<file path="src/rtl/hfsc_pkg.sv">
package hfsc_pkg;

	// Temperature span of the converter, in degrees, at full-scale code
	localparam int unsigned DEG_SPAN = 500;

	localparam int TEMP_W = 9;
	localparam int DUTY_W = 7;
	localparam int LEVEL_W = 3;

	localparam logic [DUTY_W-1:0] DUTY_MAX = 7'd100;

	// Configuration register indexes
	localparam int CFG_INDEX_W = 1;
	localparam logic [CFG_INDEX_W-1:0] CFG_AUTO_ENABLE = 1'b0;
	localparam logic [CFG_INDEX_W-1:0] CFG_MANUAL_SPEED = 1'b1;

	typedef enum logic [LEVEL_W-1:0] {
		LVL_NORMAL   = 3'd0,
		LVL_LOW      = 3'd1,
		LVL_MEDIUM   = 3'd2,
		LVL_HIGH     = 3'd3,
		LVL_CRITICAL = 3'd4
	} level_t;

	// Result of one level update
	typedef struct packed {
		level_t             level;
		logic [DUTY_W-1:0]  duty;
	} step_t;

	// Degrees at or above which the fan climbs out of the given level
	function automatic logic [TEMP_W-1:0] up_deg(input level_t lv);
		case (lv)
			LVL_NORMAL: up_deg = 9'd25;
			LVL_LOW:    up_deg = 9'd30;
			LVL_MEDIUM: up_deg = 9'd35;
			LVL_HIGH:   up_deg = 9'd40;
			default:    up_deg = 9'd511;
		endcase
	endfunction

	// Degrees below which the fan drops out of the given level
	function automatic logic [TEMP_W-1:0] down_deg(input level_t lv);
		case (lv)
			LVL_LOW:      down_deg = 9'd24;
			LVL_MEDIUM:   down_deg = 9'd29;
			LVL_HIGH:     down_deg = 9'd34;
			LVL_CRITICAL: down_deg = 9'd39;
			default:      down_deg = 9'd0;
		endcase
	endfunction

	// Duty percent for each level
	function automatic logic [DUTY_W-1:0] level_duty(input level_t lv);
		case (lv)
			LVL_NORMAL: level_duty = 7'd0;
			LVL_LOW:    level_duty = 7'd30;
			LVL_MEDIUM: level_duty = 7'd50;
			LVL_HIGH:   level_duty = 7'd75;
			default:    level_duty = 7'd100;
		endcase
	endfunction

endpackage

</file>
<file path="src/rtl/hfsc_if.sv">
// Sample channel: one converter code per request
interface hfsc_sample_if #(parameter int ADC_BITS = 10);
	logic                valid;
	logic                ready;
	logic [ADC_BITS-1:0] adc_sample;

	modport source (output valid, output adc_sample, input ready);
	modport sink (input valid, input adc_sample, output ready);
endinterface

// Result channel: fan duty, level and temperature per request
interface hfsc_result_if;
	logic       valid;
	logic       ready;
	logic [6:0] fan_percent;
	logic [2:0] fan_level;
	logic [8:0] temp_degrees;

	modport source (output valid, output fan_percent, output fan_level,
		output temp_degrees, input ready);
	modport sink (input valid, input fan_percent, input fan_level,
		input temp_degrees, output ready);
endinterface

</file>
<file path="src/rtl/hfsc_temp_scale.sv">
// floor(sample * 500 / (2^ADC_BITS - 1)) without a divider.
// x / (2^N - 1): take q0 = x >> N, fold the remainder (x mod 2^N) + q0,
// fold once more, then one compare against full scale.
module hfsc_temp_scale #(
	parameter int ADC_BITS = 10
) (
	input  logic [ADC_BITS-1:0]       sample,
	output logic [hfsc_pkg::TEMP_W-1:0] temp
);
	import hfsc_pkg::*;

	localparam int SCALED_W = ADC_BITS + TEMP_W;
	localparam int RW = ((ADC_BITS > TEMP_W) ? ADC_BITS : TEMP_W) + 1;
	localparam int R2W = ADC_BITS + 1;
	localparam logic [ADC_BITS-1:0] FS = '1;

	logic [SCALED_W-1:0]      scaled;
	logic [TEMP_W-1:0]        q0;
	logic [RW-1:0]            r1;
	logic [RW-ADC_BITS-1:0]   q1;
	logic [R2W-1:0]           r2;
	logic                     corr;

	// sample * 500 stays below 500 * 2^N, so q0 fits the degree width
	assign scaled = SCALED_W'(sample) * SCALED_W'(DEG_SPAN);
	assign q0 = scaled[SCALED_W-1:ADC_BITS];

	// first fold
	assign r1 = RW'(scaled[ADC_BITS-1:0]) + RW'(q0);
	assign q1 = r1[RW-1:ADC_BITS];

	// second fold leaves at most one full scale to remove
	assign r2 = R2W'(r1[ADC_BITS-1:0]) + R2W'(q1);
	assign corr = (r2 >= R2W'(FS));

	assign temp = q0 + TEMP_W'(q1) + TEMP_W'(corr);

endmodule

</file>
<file path="src/rtl/hfsc_level_step.sv">
// One hysteresis step: move at most one level, then pick the duty
module hfsc_level_step (
	input  hfsc_pkg::level_t                cur_level,
	input  logic [hfsc_pkg::TEMP_W-1:0]     temp,
	input  logic                            auto_enable,
	input  logic [hfsc_pkg::DUTY_W-1:0]     manual_speed,
	output hfsc_pkg::step_t                 step
);
	import hfsc_pkg::*;

	level_t lv_in;
	level_t lv_next;
	logic   go_down;
	logic   go_up;

	// an out-of-range code is handled as critical
	assign lv_in = (cur_level > LVL_CRITICAL) ? LVL_CRITICAL : cur_level;

	assign go_down = (lv_in != LVL_NORMAL) && (temp < down_deg(lv_in));
	assign go_up = (lv_in != LVL_CRITICAL) && (temp >= up_deg(lv_in));

	always_comb begin
		if (go_down) begin
			lv_next = level_t'(lv_in - LEVEL_W'(1));
		end else if (go_up) begin
			lv_next = level_t'(lv_in + LEVEL_W'(1));
		end else begin
			lv_next = lv_in;
		end
	end

	// duty: level table in auto mode, clamped manual speed otherwise
	always_comb begin
		step.level = lv_next;
		if (auto_enable) begin
			step.duty = level_duty(lv_next);
		end else if (manual_speed > DUTY_MAX) begin
			step.duty = DUTY_MAX;
		end else begin
			step.duty = manual_speed;
		end
	end

endmodule

</file>
<file path="src/rtl/hysteresis_fan_speed_controller_unit.sv">
// Throughput: one sample per cycle while result_out.ready does not stall the result
// register; input register, then temperature scaling and the one-level hysteresis
// update in logic, then the result register. Reset (arst_n low, asynchronous):
// pipeline empty, level normal, auto_enable 1, manual_speed 0.
module hysteresis_fan_speed_controller_unit #(
	parameter int ADC_BITS = 10
) (
	input  logic                                 clk,
	input  logic                                 arst_n,
	hfsc_sample_if.sink                          sample_in,
	hfsc_result_if.source                        result_out,
	input  logic                                 cfg_we,
	input  logic [hfsc_pkg::CFG_INDEX_W-1:0]     cfg_index,
	input  logic [hfsc_pkg::DUTY_W-1:0]          cfg_wdata
);
	import hfsc_pkg::*;

	logic                  valid_s1;
	logic [ADC_BITS-1:0]   sample_s1;
	logic                  valid_s2;
	logic [DUTY_W-1:0]     percent_s2;
	level_t                level_s2;
	logic [TEMP_W-1:0]     temp_s2;

	level_t                level_q;
	logic                  auto_enable_q;
	logic [DUTY_W-1:0]     manual_speed_q;

	logic                  adv_s2;
	logic                  adv_s1;
	logic [TEMP_W-1:0]     temp;
	step_t                 step;

	// stall control: result register loads when empty or being drained
	assign adv_s2 = !valid_s2 || result_out.ready;
	assign adv_s1 = !valid_s1 || adv_s2;
	assign sample_in.ready = adv_s1;

	// configuration registers
	always_ff @(posedge clk or negedge arst_n) begin
		if (!arst_n) begin
			auto_enable_q <= 1'b1;
			manual_speed_q <= '0;
		end else if (cfg_we) begin
			case (cfg_index)
				CFG_AUTO_ENABLE:  auto_enable_q <= cfg_wdata[0];
				CFG_MANUAL_SPEED: manual_speed_q <= cfg_wdata;
				default: ;
			endcase
		end
	end

	// input register
	always_ff @(posedge clk or negedge arst_n) begin
		if (!arst_n) begin
			valid_s1 <= 1'b0;
		end else if (adv_s1) begin
			valid_s1 <= sample_in.valid;
		end
	end

	always_ff @(posedge clk) begin
		if (adv_s1 && sample_in.valid) begin
			sample_s1 <= sample_in.adc_sample;
		end
	end

	hfsc_temp_scale #(
		.ADC_BITS (ADC_BITS)
	) u_temp_scale (
		.sample (sample_s1),
		.temp   (temp)
	);

	hfsc_level_step u_level_step (
		.cur_level    (level_q),
		.temp         (temp),
		.auto_enable  (auto_enable_q),
		.manual_speed (manual_speed_q),
		.step         (step)
	);

	// level state moves only when a sample passes into the result register
	always_ff @(posedge clk or negedge arst_n) begin
		if (!arst_n) begin
			level_q <= LVL_NORMAL;
			valid_s2 <= 1'b0;
		end else if (adv_s2) begin
			valid_s2 <= valid_s1;
			if (valid_s1) begin
				level_q <= step.level;
			end
		end
	end

	// result register
	always_ff @(posedge clk) begin
		if (adv_s2 && valid_s1) begin
			percent_s2 <= step.duty;
			level_s2 <= step.level;
			temp_s2 <= temp;
		end
	end

	assign result_out.valid = valid_s2;
	assign result_out.fan_percent = percent_s2;
	assign result_out.fan_level = level_s2;
	assign result_out.temp_degrees = temp_s2;

endmodule
</file>
<file path="src/flat_wrapper.sv">
// flat-port wrapper written by rule: the top's interface ports become plain ports
module hysteresis_fan_speed_controller_unit_flat import hfsc_pkg::*;
#(
	parameter int ADC_BITS = 10
)
  (clk, arst_n, cfg_we, cfg_index, cfg_wdata, sample_in_valid, sample_in_adc_sample, sample_in_ready, result_out_valid, result_out_fan_percent, result_out_fan_level, result_out_temp_degrees, result_out_ready);
  hfsc_sample_if #(.ADC_BITS(ADC_BITS)) sample_in_i ();
  hfsc_result_if result_out_i ();
  input  logic clk;
  input  logic arst_n;
  input  logic cfg_we;
  input  logic [hfsc_pkg::CFG_INDEX_W-1:0] cfg_index;
  input  logic [hfsc_pkg::DUTY_W-1:0] cfg_wdata;
  input wire logic [$bits(sample_in_i.valid)-1:0] sample_in_valid;
  input wire logic [$bits(sample_in_i.adc_sample)-1:0] sample_in_adc_sample;
  output wire logic [$bits(sample_in_i.ready)-1:0] sample_in_ready;
  output wire logic [$bits(result_out_i.valid)-1:0] result_out_valid;
  output wire logic [$bits(result_out_i.fan_percent)-1:0] result_out_fan_percent;
  output wire logic [$bits(result_out_i.fan_level)-1:0] result_out_fan_level;
  output wire logic [$bits(result_out_i.temp_degrees)-1:0] result_out_temp_degrees;
  input wire logic [$bits(result_out_i.ready)-1:0] result_out_ready;
  assign sample_in_i.valid = sample_in_valid;
  assign sample_in_i.adc_sample = sample_in_adc_sample;
  assign sample_in_ready = sample_in_i.ready;
  assign result_out_valid = result_out_i.valid;
  assign result_out_fan_percent = result_out_i.fan_percent;
  assign result_out_fan_level = result_out_i.fan_level;
  assign result_out_temp_degrees = result_out_i.temp_degrees;
  assign result_out_i.ready = result_out_ready;
  hysteresis_fan_speed_controller_unit #(.ADC_BITS(ADC_BITS)) u_core (.clk(clk), .arst_n(arst_n), .sample_in(sample_in_i), .result_out(result_out_i), .cfg_we(cfg_we), .cfg_index(cfg_index), .cfg_wdata(cfg_wdata));
endmodule
</file>
<file path="config.mk">
export PLATFORM = sky130hd
export DESIGN_NAME = hysteresis_fan_speed_controller_unit_flat
export DESIGN_NICKNAME = d
export VERILOG_FILES = /design/src/rtl/hfsc_pkg.sv /design/src/rtl/hfsc_if.sv /design/src/rtl/hfsc_temp_scale.sv /design/src/rtl/hfsc_level_step.sv /design/src/rtl/hysteresis_fan_speed_controller_unit.sv /design/src/flat_wrapper.sv
export SDC_FILE = /design/constraint.sdc
export NUM_CORES = 1
export LEC_CHECK = 0
export BUFFER_PORTS_ARGS = -buffer_cell sky130_fd_sc_hd__buf_2
export CORE_UTILIZATION = 40
export DETAILED_ROUTE_END_ITERATION = 16
export SETUP_SLACK_MARGIN = 0.05
export SKIP_LAST_GASP = 1
export SLEW_MARGIN = 30
export SYNTH_ARGS = -nofsm -noshare
export SYNTH_HDL_FRONTEND = slang
export SYNTH_SLANG_ARGS = --single-unit
</file>
<file path="constraint.sdc">
create_clock -name clk -period 10.5 [get_ports clk]
set_input_delay 0 -clock clk [delete_from_list [all_inputs] [get_ports clk]]
set_output_delay 0 -clock clk [all_outputs]
set_load 0.02 [all_outputs]
</file>
# == After elaboration in Yosys (flattened, before gate mapping) ==
# Cells that the tools add are included.
# W data, S select, Z words.
# totals
latchBits,0
mem_bits_ro,0
ramBits,0
wordCells,52
out_inout_bits,21
ff_bits,42
memories,0
# op_classes
n_mul,1
add_sub_neg,6
shifts,0
n_eq_ne,8
n_bitwise,1
n_mux,8
div,0
n_lt_le_gt_ge,5
n_reduce_logical,14
# op_table
op,n
$pmux W9 S4,1
$pmux W7 S4,1
$pmux W6 S4,1
$add A9 B1 Y9,2
$mul A10 B7 Y17 const B,1
$mux W7,2
$eq A3 B2 Y1 const B,4
$add A10 B1 Y11,1
$add A10 B9 Y11,1
$ge A11 B10 Y1 const B,1
$ge A9 B9 Y1,1
$lt A9 B9 Y1,1
$mux W3,3
$gt A7 B7 Y1 const B,1
$eq A3 B1 Y1 const B,2
$logic_not A3 Y1,2
$reduce_and A2 Y1,3
$logic_and A1 B1 Y1,4
$add A3 B1 Y3 const B,1
$eq A3 B3 Y1 const B,1
$gt A3 B3 Y1 const B,1
$ne A3 B3 Y1 const B,1
$reduce_bool A3 Y1,1
$sub A3 B1 Y3 const B,1
other kinds (3),5

# == Logic depth before layout (Yosys ltp) ==
# Gate-level depths: netlist of run 1.
# depth
ltp_word,12
depth_mapped,42

# == Hierarchy ==
# A second synthesis of run 1 with hierarchy kept.
# hier_totals
cells_unflattened,425
hier_area_um2,4568.1
# by_module_without_submodules
mod,cells_each,seq_area_each_um2,area_each_um2,n_inst
hfsc_temp_scale,262,0.0,2361.0,1
hysteresis_fan_speed_controller_unit,62,1197.4,1401.3,1
hfsc_level_step,101,0.0,805.8,1

# == Least setup slack after synthesis of run 1 ==
# No wires, ideal clock.
# synth_timing
kind,flip-flop to flip-flop
from,register u_core.sample_s1[3]
to,register u_core.percent_s2[0] (netlist: u_core.result_out.fan_percent[0]) (data pin)
setup_ns,0.257
t_arrival_ns,9.559
slack_ns,0.684
required_ns,10.243
synth_period_minus_slack_ns,9.816
path_stages_with_launch,43
path_cell_list,edfxtp_1 > inv_1 > fa_1 > fa_1 > inv_1 > fa_1 > inv_1 > fa_1 > inv_1 > ha_1 > o211ai_1 > a21o_1 > a31oi_4 > a211oi_4 > fa_1 > a21o_1 > maj3_1 > a221o_1 > [7 not listed] > nor4_1 > o21ai_0 > fa_1 > inv_1 > and4_4 > buf_6 > nand3_1 > xnor2_1 > ha_1 > or2_2 > or2_2 > nor3_1 > nor4_2 > a221o_1 > a211oi_1 > a41o_1 > nor3b_2 > a32o_2
# synth_rtl
element,line_no,rtl
start: declaration,hysteresis_fan_speed_controller_unit.sv:19,logic [ADC_BITS-1:0] sample_s1;
start signal: assignment,hysteresis_fan_speed_controller_unit.sv:64,sample_s1 <= sample_in.adc_sample;
end signal: assignment,hysteresis_fan_speed_controller_unit.sv:99,percent_s2 <= step.duty;
end: declaration,hysteresis_fan_speed_controller_unit.sv:21,logic [DUTY_W-1:0] percent_s2;

==> results of run 1 <==
per-layer routing:
metal,part of all wire,vias to the layer above
met5,0,-
met4,0.019,0
met1,0.47,1819
met2,0.48,53
met3,0.025,16
li1,-,1879
layout make-up:
type,count,area share
multi-input cells,355,0.579
inverters,74,0.0473
flip-flops and latches,42,0.204
clock inverters,3,0.00810
well taps,143,0.0305
repair buffers,94,0.110
clock buffers,5,0.0213
metrics by stage:
stage,worst slack (ns),hold slack (ns),instances
2_1_floorplan,0.684,-0.296,478
3_3_place_gp,0.202,-0.0968,667
3_5_place_dp,-0.0634,-0.0935,667
4_1_cts,0.0566,0.0684,695
5_1_grt,-0.0303,0.0954,716
6_report,0.528,0.0765,716
worst max-delay path: cells and delay by family (launching register included):
family	cells	cell delay, ns
compound gates	10	1.75
xor+xnor	1	0.28
buf+inv	5	0.35
flops	1	0.41
simple gates	10	2.22
fa+ha+maj	13	4.83
cells in the final DEF, fill, tap and decap left out, types with 4 or more instances in the layout:
master,netlist,layout
nor3_1,8,7
mux2i_1,5,5
a31oi_1,4,4
xor2_1,6,6
dlygate4sd3_1,0,20
a21o_1,8,7
clkbuf_16,0,5
or3_1,4,4
a21oi_1,28,24
edfxtp_1,29,29
a21oi_2,2,6
nand3b_1,4,4
nor2b_1,4,4
and2_1,4,4
xnor2_1,18,17
ha_1,65,60
fa_1,32,31
buf_4,0,31
nand2b_1,6,6
inv_2,1,4
nor2_1,21,20
inv_1,72,69
o21ai_0,13,10
o21ai_1,3,5
nand3_1,10,9
buf_2,4,43
nand2_1,27,27
dfrtp_1,12,12
mux2_2,9,9
timing repair:
item | 4_1_cts | 5_1_grt
endpoints found under the hold margin | 33 | 0
setup buffers | 0 | 21
pin swaps | 0 | 13
gates cloned | 0 | 0
hold buffers | 20 | 0
resized for setup | 2 | 28
setup endpoints to repair | 7 | 13
state kept, by name (all words and copies together) (netlist names):
name                            count
u_core.sample_s1                   10
u_core.result_out.temp_degrees      9
u_core.manual_speed_q               7
u_core.result_out.fan_percent       7
u_core.level_q                      3
u_core.result_out.fan_level         3
u_core.auto_enable_q                1
u_core.result_out.valid             1
u_core.valid_s1                     1
cells by family after synthesis:
family,after synthesis
xor gates and xnor gates,27
DFF,42
and+or+nand+nor,113
buffers and inverters,81
adders and majority gates,99
AOI/OAI and AO/OA,102
muxes,14
worst min-delay path by stage:
stage              start                        to  slack [ns]  cells after the start
6_report       cfg_index      u_core.auto_enable_q        0.08                      3
5_1_grt        cfg_index      u_core.auto_enable_q         0.1                      3
4_1_cts        cfg_index      u_core.auto_enable_q        0.07                      3
3_5_place_dp      arst_n  u_core.manual_speed_q[4]       -0.09                      1
3_3_place_gp      arst_n  u_core.manual_speed_q[6]        -0.1                      1
2_1_floorplan     arst_n         u_core.level_q[0]       -0.30                      0
==> results.md, run 1 <==
- H-Tree Depth: 2
- Routed WL per cell: 14.1 µm
- Max-slew headroom: 0.482
- Register area: 1200 µm²
- Drt total wl: 10100 µm
- CP max FO: 7
- Period utilization: 0.950
- Worst-Margin Slew: 0.775 ns
- Remaining antenna violation count after routing: 0
- Worst-skew pair later-pin latency: 0.29 ns
- Flop2flop setup slack: 0.53 ns
- M1 GR Usage: 0.236
- R2R Path Start: u_core.sample_s1[3]
- Met3 Use GR: 0.0250
- Kind of critical path: register to register
- Die area: 12400 µm²
- Violated checks: design-rule violations
- Status: finished with violations
- Synth Area in Compound Gates: 0.160
- CTS tree: yes
- Synth-to-layout area growth: 22.7%
- Critical Path Start Type: register
- Global-route wire length before repair: 17700 µm
- Crit path launch: u_core.sample_s1[3]
- Vias: 3767
- Synth Area in Adders: 0.308
- Post-synthesis mux area share: 0.0316
- Initial drt markers: 214
- R2r endpoint: u_core.result_out.fan_percent[0]
- #FFs+latches synth: 42
- Clk_skew: 0.00432 ns
- Syn_area_per_cell: 10.0 µm²
- Reg2reg path depth: 39
- Syn_nets: 598
- Ys async rst share: 0.310
- Layout filler cell count: 1023
- Die X-Extent: 111 µm
- Final core occ: 0.508
- Met2 global-route usage: 0.290
- Final hold violations: 0
- Area post-placement: 5220 µm²
- Clock Path Buffers: 2
- Fmax: 100 MHz
- Clk slew on worst S/H paths: 0.07 ns
- Worst Setup EP: u_core.result_out.fan_percent[0]
- Initial Utilization: 0.414
- Fraction of layout cells with a size suffix above 1: 0.250
- Largest family of logic cells by synthesized area: adder cells
- Synth top area cells: edfxtp_1 (18%), ha_1 (17%), fa_1 (13%)
- Initial antenna violation count: 0
- Core Area: 11600 µm²
- All-Layer GR Usage: 0.175
- XOR/XNOR Fraction of Synth Area: 0.0541
- Yosys top cell area share: 0.182
- Warnings from Yosys: 0
- Setup tns final: 0 ns
- Remaining DRCs: 2
- Peak per-stage delay on the critical path: 0.52 ns
- Largest net degree at the start of global routing: 21
- Vias per cell: 5.26
- Drt pass-1 iters: 10
- Fin area: 5870 µm²
- Cells after synthesis: 478
- Crit path time final: 9.97 ns
- Hold Path Class: input port to register
- CTS sink cnt: 42
- Row count: 39
- Top Usage Layer GRT: met2
- Global placer's final weighted congestion: 0.843
- Root Driver: clkbuf_16
- Most frequent cell after synthesis: inv_1
- CP max stage cell: fa_1
- Final nets: 692
- Final setup violation count: 0
- Mapped cell area: 4790 µm²
- Number of synthesized flops with an enable pin: 29
- Num ports: 44
- Cts bufs inserted: 5
- Sequential share of the synthesized area: 0.250
- Critical path endpoint category: register
- Max-capacitance violation count: 0
- Cell taking the most area after synthesis: edfxtp_1
- Most used DFF post-synth: edfxtp_1
- Final Max Tran Viols: 0
- GR Overflow Total: 0
- Synth unique cells: 80
- I/O Buffers: 43
- Most common library cells after synthesis: inv_1 (72), ha_1 (65), fa_1 (32)
- Area occupied by multi-input gates: 3400 µm²
- Vias in the first global route: 3824
- Die height: 111 µm
- DP HPWL: 7940 µm
- Simple-gate share of the synthesized area: 0.130
- CP arrival: 10.14 ns
- N_diodes: 0
- Worst path required time: 10.67 ns
Power of run 1 is left out: the tool's default activity adds up to more than one toggle a clock period on the data nets, which glitch-free logic cannot reach.
==> inputs of run 2 (changes only) <==
--- a/config.mk
+++ b/config.mk
@@ -8,6 +8,8 @@
 export BUFFER_PORTS_ARGS = -buffer_cell sky130_fd_sc_hd__buf_2
 export CORE_UTILIZATION = 40
 export DETAILED_ROUTE_END_ITERATION = 16
+export GPL_TIMING_DRIVEN = 0
+export RECOVER_POWER = 100
 export SETUP_SLACK_MARGIN = 0.05
 export SKIP_LAST_GASP = 1
 export SLEW_MARGIN = 30
==> run 2 against run 1 <==
The flow still finishes with violations (design-rule violations). Critical endpoint is now u_core.result_out.fan_percent[4]. Setup slack got worse by 0.033 ns. Utilization grew 1.7 points. Sequential cell count is the same. Count of clock-buffer cells in the layout is the same. Fmax fell by 0.33%. Cell count increased by 2.0%. Sequential share of layout area fell by 0.65 points. Highest routed layer unchanged. Register-to-register slack worse by 0.03 ns. Non-clock buffer count up 14. Critical path type unchanged. Critical path depth rose by 2.
==> results.md, run 2 (synthesized netlist as in run 1, its figures left out) <==
- Period utilization: 0.953 (+0.00316)
- Hold Path Class: input port to register
- Final core occ: 0.525 (+0.0168)
- CTS tree: yes
- Max reg flops: 10 (unchanged)
- Worst-skew pair later-pin latency: 0.30 ns (about the same)
- M1 GR Usage: 0.221 (-0.0144)
- N_diodes: 0 (unchanged)
- Fraction of layout cells with a size suffix above 1: 0.240 (-0.00936)
- Worst Path Buf+Inv: 8 (+3)
- Remaining DRCs: 2 (unchanged)
- Row count: 39 (unchanged)
- GR Overflow Total: 0 (unchanged)
- Initial Utilization: 0.414 (unchanged)
- Max-capacitance violation count: 0 (unchanged)
- Fmax: 99.9 MHz (-0.33%)
- DP HPWL: 7750 µm (-2.4%)
- Cts bufs inserted: 5 (unchanged)
- Top delay family on crit path: adder cells
- Clk slew on worst S/H paths: 0.07 ns (about the same)
- Status: finished with violations
- Vias in the first global route: 3642 (-4.8%)
- RSZ-0062 raised after global routing: false
- Drt pass-1 iters: 10 (unchanged)
- Final hold violations: 0 (unchanged)
- Final nets: 706 (+2.0%)
- Critical path endpoint category: register
- Critical Path Start Type: register
- Commonest non-fill, non-tap cells in the layout: inv_1 (67), ha_1 (54), buf_4 (36), fa_1 (29), edfxtp_1 (29)
- Worst-Margin Slew: 0.904 ns (+0.129 ns)
- Num ports: 44 (unchanged)
- Worst path required time: 10.66 ns (about the same)
- Fin area: 6070 µm² (+3.3%)
- Synth-to-layout area growth: 26.7%
- Final Max Tran Viols: 0 (unchanged)
- All-Layer GR Usage: 0.169 (-0.00656)
- Routed WL per cell: 13.8 µm (-1.9%)
- Largest net degree at the start of global routing: 21 (unchanged)
- CTS sink cnt: 42 (unchanged)
- Vias: 3740 (-0.72%)
- Drt total wl: 10100 µm (about the same)
- Global placer's final weighted congestion: 0.849 (+0.70%)
- H-Tree Depth: 2 (unchanged)
- Die X-Extent: 111 µm (unchanged)
- Area post-placement: 5180 µm² (-0.70%)
- Violated checks: design-rule violations
- Kind of critical path: register to register
- Top Usage Layer GRT: met2
- Met2 global-route usage: 0.293 (+0.00208)
- Root Driver: clkbuf_16
- Global-route wire length before repair: 16800 µm (-4.7%)
- Remaining antenna violation count after routing: 0 (unchanged)
- Max-slew headroom: 0.393 (-0.0895)
- CP max stage cell: fa_2
- Vias per cell: 5.12 (-2.6%)
- Crit path time final: 10.01 ns (+0.0331 ns)
- Core Area: 11600 µm² (unchanged)
- Clock Path Buffers: 2 (unchanged)
- CP max FO: 7 (unchanged)
- Clk_skew: 0.00929 ns (+0.00497 ns)
- Initial antenna violation count: 0 (unchanged)
- Final setup violation count: 0 (unchanged)
- CP arrival: 10.16 ns (+0.02 ns)
- Peak per-stage delay on the critical path: 0.58 ns (+0.06 ns)
- Die height: 111 µm (unchanged)
- Met3 Use GR: 0.0180 (-0.00708)
- Die area: 12400 µm² (unchanged)
- Largest reg by FF count: u_core.sample_s1
- Most common cell after layout, fill and taps aside: inv_1
- Initial drt markers: 189 (-12%)
- I/O Buffers: 43 (unchanged)
## run 2: changes by cell type in the layout (fill, tap and decap cells not counted), sizes merged
cell / before / now
bufinv: 1 / 0
dlygate4sd3: 20 / 21
buf: 74 / 61
clkbuf: 5 / 31
clkinvlp: 0 / 1
## run 2: final timing paths
path / from / end / slack, ns / depth (start not counted)
max in group asynchronous: arst_n / u_core.manual_speed_q[1] / 9.78 / 2
min reg2reg: u_core.valid_s1 / u_core.result_out.valid / 0.50 / 1
min in group asynchronous: arst_n / u_core.valid_s1 / 0.27 / 2
max reg2reg: u_core.sample_s1[2] / u_core.result_out.fan_percent[4] / 0.49 / 41
max: u_core.sample_s1[2] / u_core.result_out.fan_percent[4] / 0.49 / 41
min: cfg_index / u_core.auto_enable_q / 0.08 / 3
## run 2: what timing repair did
action	in CTS	in global routing
setup endpoints to repair	13	13
gates resized for setup	15	44
hold endpoints to repair	33	0
hold buffers	21	0
buffers inserted	8	29
pin swaps	2	40
## run 2: through the flow
stage | std cells | hold slack, ns | TNS [ns] | setup slack, ns
floorplan | 478 | -0.296 | 0 | 0.684
detailed placement | 664 | -0.0990 | -4.47 | -0.572
CTS | 701 | 0.0748 | 0 | 0.104
global placement | 664 | -0.105 | -2.80 | -0.427
global route | 730 | 0.0879 | 0 | 0.0149
finish | 730 | 0.0779 | 0 | 0.495
## run 2: tightest hold or removal path, cell delays in order
cell and delay (ns):
buf_2 0.09, nor2b_1 0.05, mux2_2 0.21
## run 2: final cells by class
class                      count  area, µm²
fill                        1021       5500
multi-input combinational    355       3540
sequential                    42       1200
timing repair buffer         101        678
inverter                      74        278
tap                          143        179
clock buffer                   5        125
buffer                         7       41.3
clock inverter                 3       27.5
## run 2: per-layer routing
metal / vias up / part of all wire
met1: 1787 / 0.46
met2: 49 / 0.50
met5: - / 0
li1: 1896 / -
met3: 8 / 0.021
met4: 0 / 0.013
Power of run 2 is left out for the same reason.
==> inputs of run 3 (changes only) <==
--- a/config.mk
+++ b/config.mk
@@ -5,7 +5,7 @@
 export SDC_FILE = /design/constraint.sdc
 export NUM_CORES = 1
 export LEC_CHECK = 0
-export BUFFER_PORTS_ARGS = -buffer_cell sky130_fd_sc_hd__buf_2
+export BUFFER_PORTS_ARGS = -buffer_cell sky130_fd_sc_hd__buf_4
 export CORE_UTILIZATION = 40
 export DETAILED_ROUTE_END_ITERATION = 16
 export GPL_TIMING_DRIVEN = 0
==> constraint.sdc (replaced) <==
create_clock -name clk -period 10.5 [get_ports clk]
set_input_delay 0 -clock clk [delete_from_list [all_inputs] [get_ports clk]]
set_output_delay 0 -clock clk [all_outputs]
set_load 0.005 [all_outputs]
==> run 3 against run 2 <==
The flow still finishes with violations (design-rule violations). Via count rose by 1.3%. Sequential share of layout area barely moved. Cell count fell by 0.68%. Critical endpoint is now u_core.result_out.fan_percent[1]. Largest cell class unchanged.
==> results.md, run 3 (synthesized netlist as in run 1, its figures left out) <==
- Fmax: 100 MHz (+0.37%)
- RSZ-0062 raised after global routing: false
- N_diodes: 0 (unchanged)
- Largest net degree at the start of global routing: 21 (unchanged)
- Violated checks: design-rule violations
- Area occupied by multi-input gates: 3440 µm² (-2.8%)
- Final setup violation count: 0 (unchanged)
- Final hold violations: 0 (unchanged)
- Root Driver: clkbuf_16
- Max-slew headroom: 0.495 (+0.102)
- Vias in the first global route: 3979 (+9.3%)
- DP HPWL: 8040 µm (+3.7%)
- Row count: 39 (unchanged)
- Remaining DRCs: 2 (unchanged)
- Hold Path Sink: u_core.auto_enable_q
- CTS tree: yes
- Routed WL per cell: 14.4 µm (+4.1%)
- Worst-skew pair later-pin latency: 0.30 ns (about the same)
- Final nets: 701 (-0.71%)
- CP arrival: 10.02 ns (-0.14 ns)
- Global-route wire length before repair: 18300 µm (+8.6%)
- Vias: 3789 (+1.3%)
- H-Tree Depth: 2 (unchanged)
- Crit path time final: 9.97 ns (-0.0372 ns)
- Initial drt markers: 201 (+6.3%)
- Initial Utilization: 0.414 (unchanged)
- Die X-Extent: 111 µm (unchanged)
- Num ports: 44 (unchanged)
- Final Max Tran Viols: 0 (unchanged)
- R2R Path Start: u_core.sample_s1[4]
- Die area: 12400 µm² (unchanged)
- Hold path start: cfg_index
- Initial antenna violation count: 0 (unchanged)
- Largest reg by FF count: u_core.sample_s1
- CP max stage cell: fa_1
- Status: finished with violations
- CTS sink cnt: 42 (unchanged)
- Reg2reg path depth: 43 (+4.9%)
- Area post-placement: 5290 µm² (+2.1%)
- Critical path endpoint category: register
- Commonest non-fill, non-tap cells in the layout: inv_1 (68), ha_1 (57), buf_4 (41), fa_1 (30)
- Worst path required time: 10.55 ns (-0.11 ns)
- Met2 wire length: 5250 µm (+3.7%)
- Kind of critical path: register to register
- GR Overflow Total: 0 (unchanged)
- Worst-Margin Slew: 0.756 ns (-0.148 ns)
- Max-capacitance violation count: 0 (unchanged)
- Peak per-stage delay on the critical path: 0.51 ns (-0.07 ns)
- All-Layer GR Usage: 0.181 (+0.0126)
- Met3 wire len: 278 µm (+31%)
- Critical path's most frequent cell: fa_1
- Synth-to-layout area growth: 26.5%
- Clock Path Buffers: 2 (unchanged)
- Highest Signal Layer: met4
- CP max FO: 5 (-2)
- Clk_skew: 0.00339 ns (-0.00590 ns)
- Period utilization: 0.949 (-0.00354)
- Flop2flop setup slack: 0.53 ns (+0.04 ns)
- Layout filler cell count: 1045 (+2.4%)
- WHS Path Cells: 3 (unchanged)
- Cts bufs inserted: 5 (unchanged)
- Remaining antenna violation count after routing: 0 (unchanged)
- Critical Path Start Type: register
- Fin area: 6060 µm² (-0.14%)
- Hold Path Class: input port to register
- Max reg flops: 10 (unchanged)
- Clk slew on worst S/H paths: 0.07 ns (about the same)
- Register area: 1200 µm² (unchanged)
- Global placer's final weighted congestion: 0.829 (-2.3%)
- Vias per cell: 5.23 (+2.0%)
- Die height: 111 µm (unchanged)
- Fraction of layout cells with a size suffix above 1: 0.249 (+0.00894)
- Routed met1 length: 4760 µm (+1.5%)
- I/O Buffers: 43 (unchanged)
- Most common cell after layout, fill and taps aside: inv_1
- Drt total wl: 10400 µm (+3.3%)
- Cell count after placement: 664 (unchanged)
- R2r endpoint: u_core.result_out.fan_percent[1]
- Core Area: 11600 µm² (unchanged)
- Drt pass-1 iters: 10 (unchanged)
- Post-Layout Cell Count: 725 (-0.68%)
-- run 3: per-layer routing --
metal,vias to the layer above,track usage
met2,50,0.320
met5,-,0
met4,0,0.0523
met3,11,0.0207
li1,1894,-
met1,1834,0.234
-- run 3: worst max-delay path by stage --
stage                              startpoint                               end  slack, ns
after floorplan           u_core.sample_s1[3]  u_core.result_out.fan_percent[0]       0.68
after global placement    u_core.sample_s1[5]  u_core.result_out.fan_percent[0]      -0.43
after detailed placement  u_core.sample_s1[5]  u_core.result_out.fan_percent[0]      -0.48
after CTS                 u_core.sample_s1[5]  u_core.result_out.fan_percent[1]       0.06
after global routing      u_core.sample_s1[2]  u_core.result_out.fan_percent[1]       0.05
final                     u_core.sample_s1[4]  u_core.result_out.fan_percent[1]       0.53
-- run 3: through the flow --
| stage | utilization | setup TNS [ns] | setup slack, ns | hold slack (ns) |
|---|---|---|---|---|
| CTS | 0.501 | 0 | 0.0585 | 0.0650 |
| detailed placement | 0.457 | -3.57 | -0.483 | -0.145 |
| global placement | 0.457 | -2.84 | -0.432 | -0.148 |
| floorplan | - | 0 | 0.684 | -0.296 |
| global route | 0.524 | 0 | 0.0454 | 0.0845 |
| finish | 0.524 | 0 | 0.532 | 0.0704 |
-- run 3: repair_timing --
item,CTS,global route
hold buffers,20,0
pin swaps,3,19
setup endpoints to repair,13,13
gates resized for setup,14,27
hold endpoints to repair,33,0
setup buffers,12,21
-- run 3: area by class of cell --
class	count	area share
multi-input combinational	355	0.568
sequential	42	0.198
timing repair buffer	96	0.124
inverter	74	0.0458
tap	143	0.0295
clock buffer	5	0.0207
clock inverter	3	0.00785
buffer	7	0.00640
-- run 3: critical path, delay by kind of cell (launching register included) --
family / cells / cell delay, ns
adder cells (fa/ha/maj): 12 / 4.25
AO/OA/AOI/OAI: 13 / 2.74
AND/OR/NAND/NOR: 10 / 1.49
buffers and inverters: 7 / 0.63
flip-flops: 1 / 0.43
XOR/XNOR: 1 / 0.18
Power of run 3 is left out for the same reason.
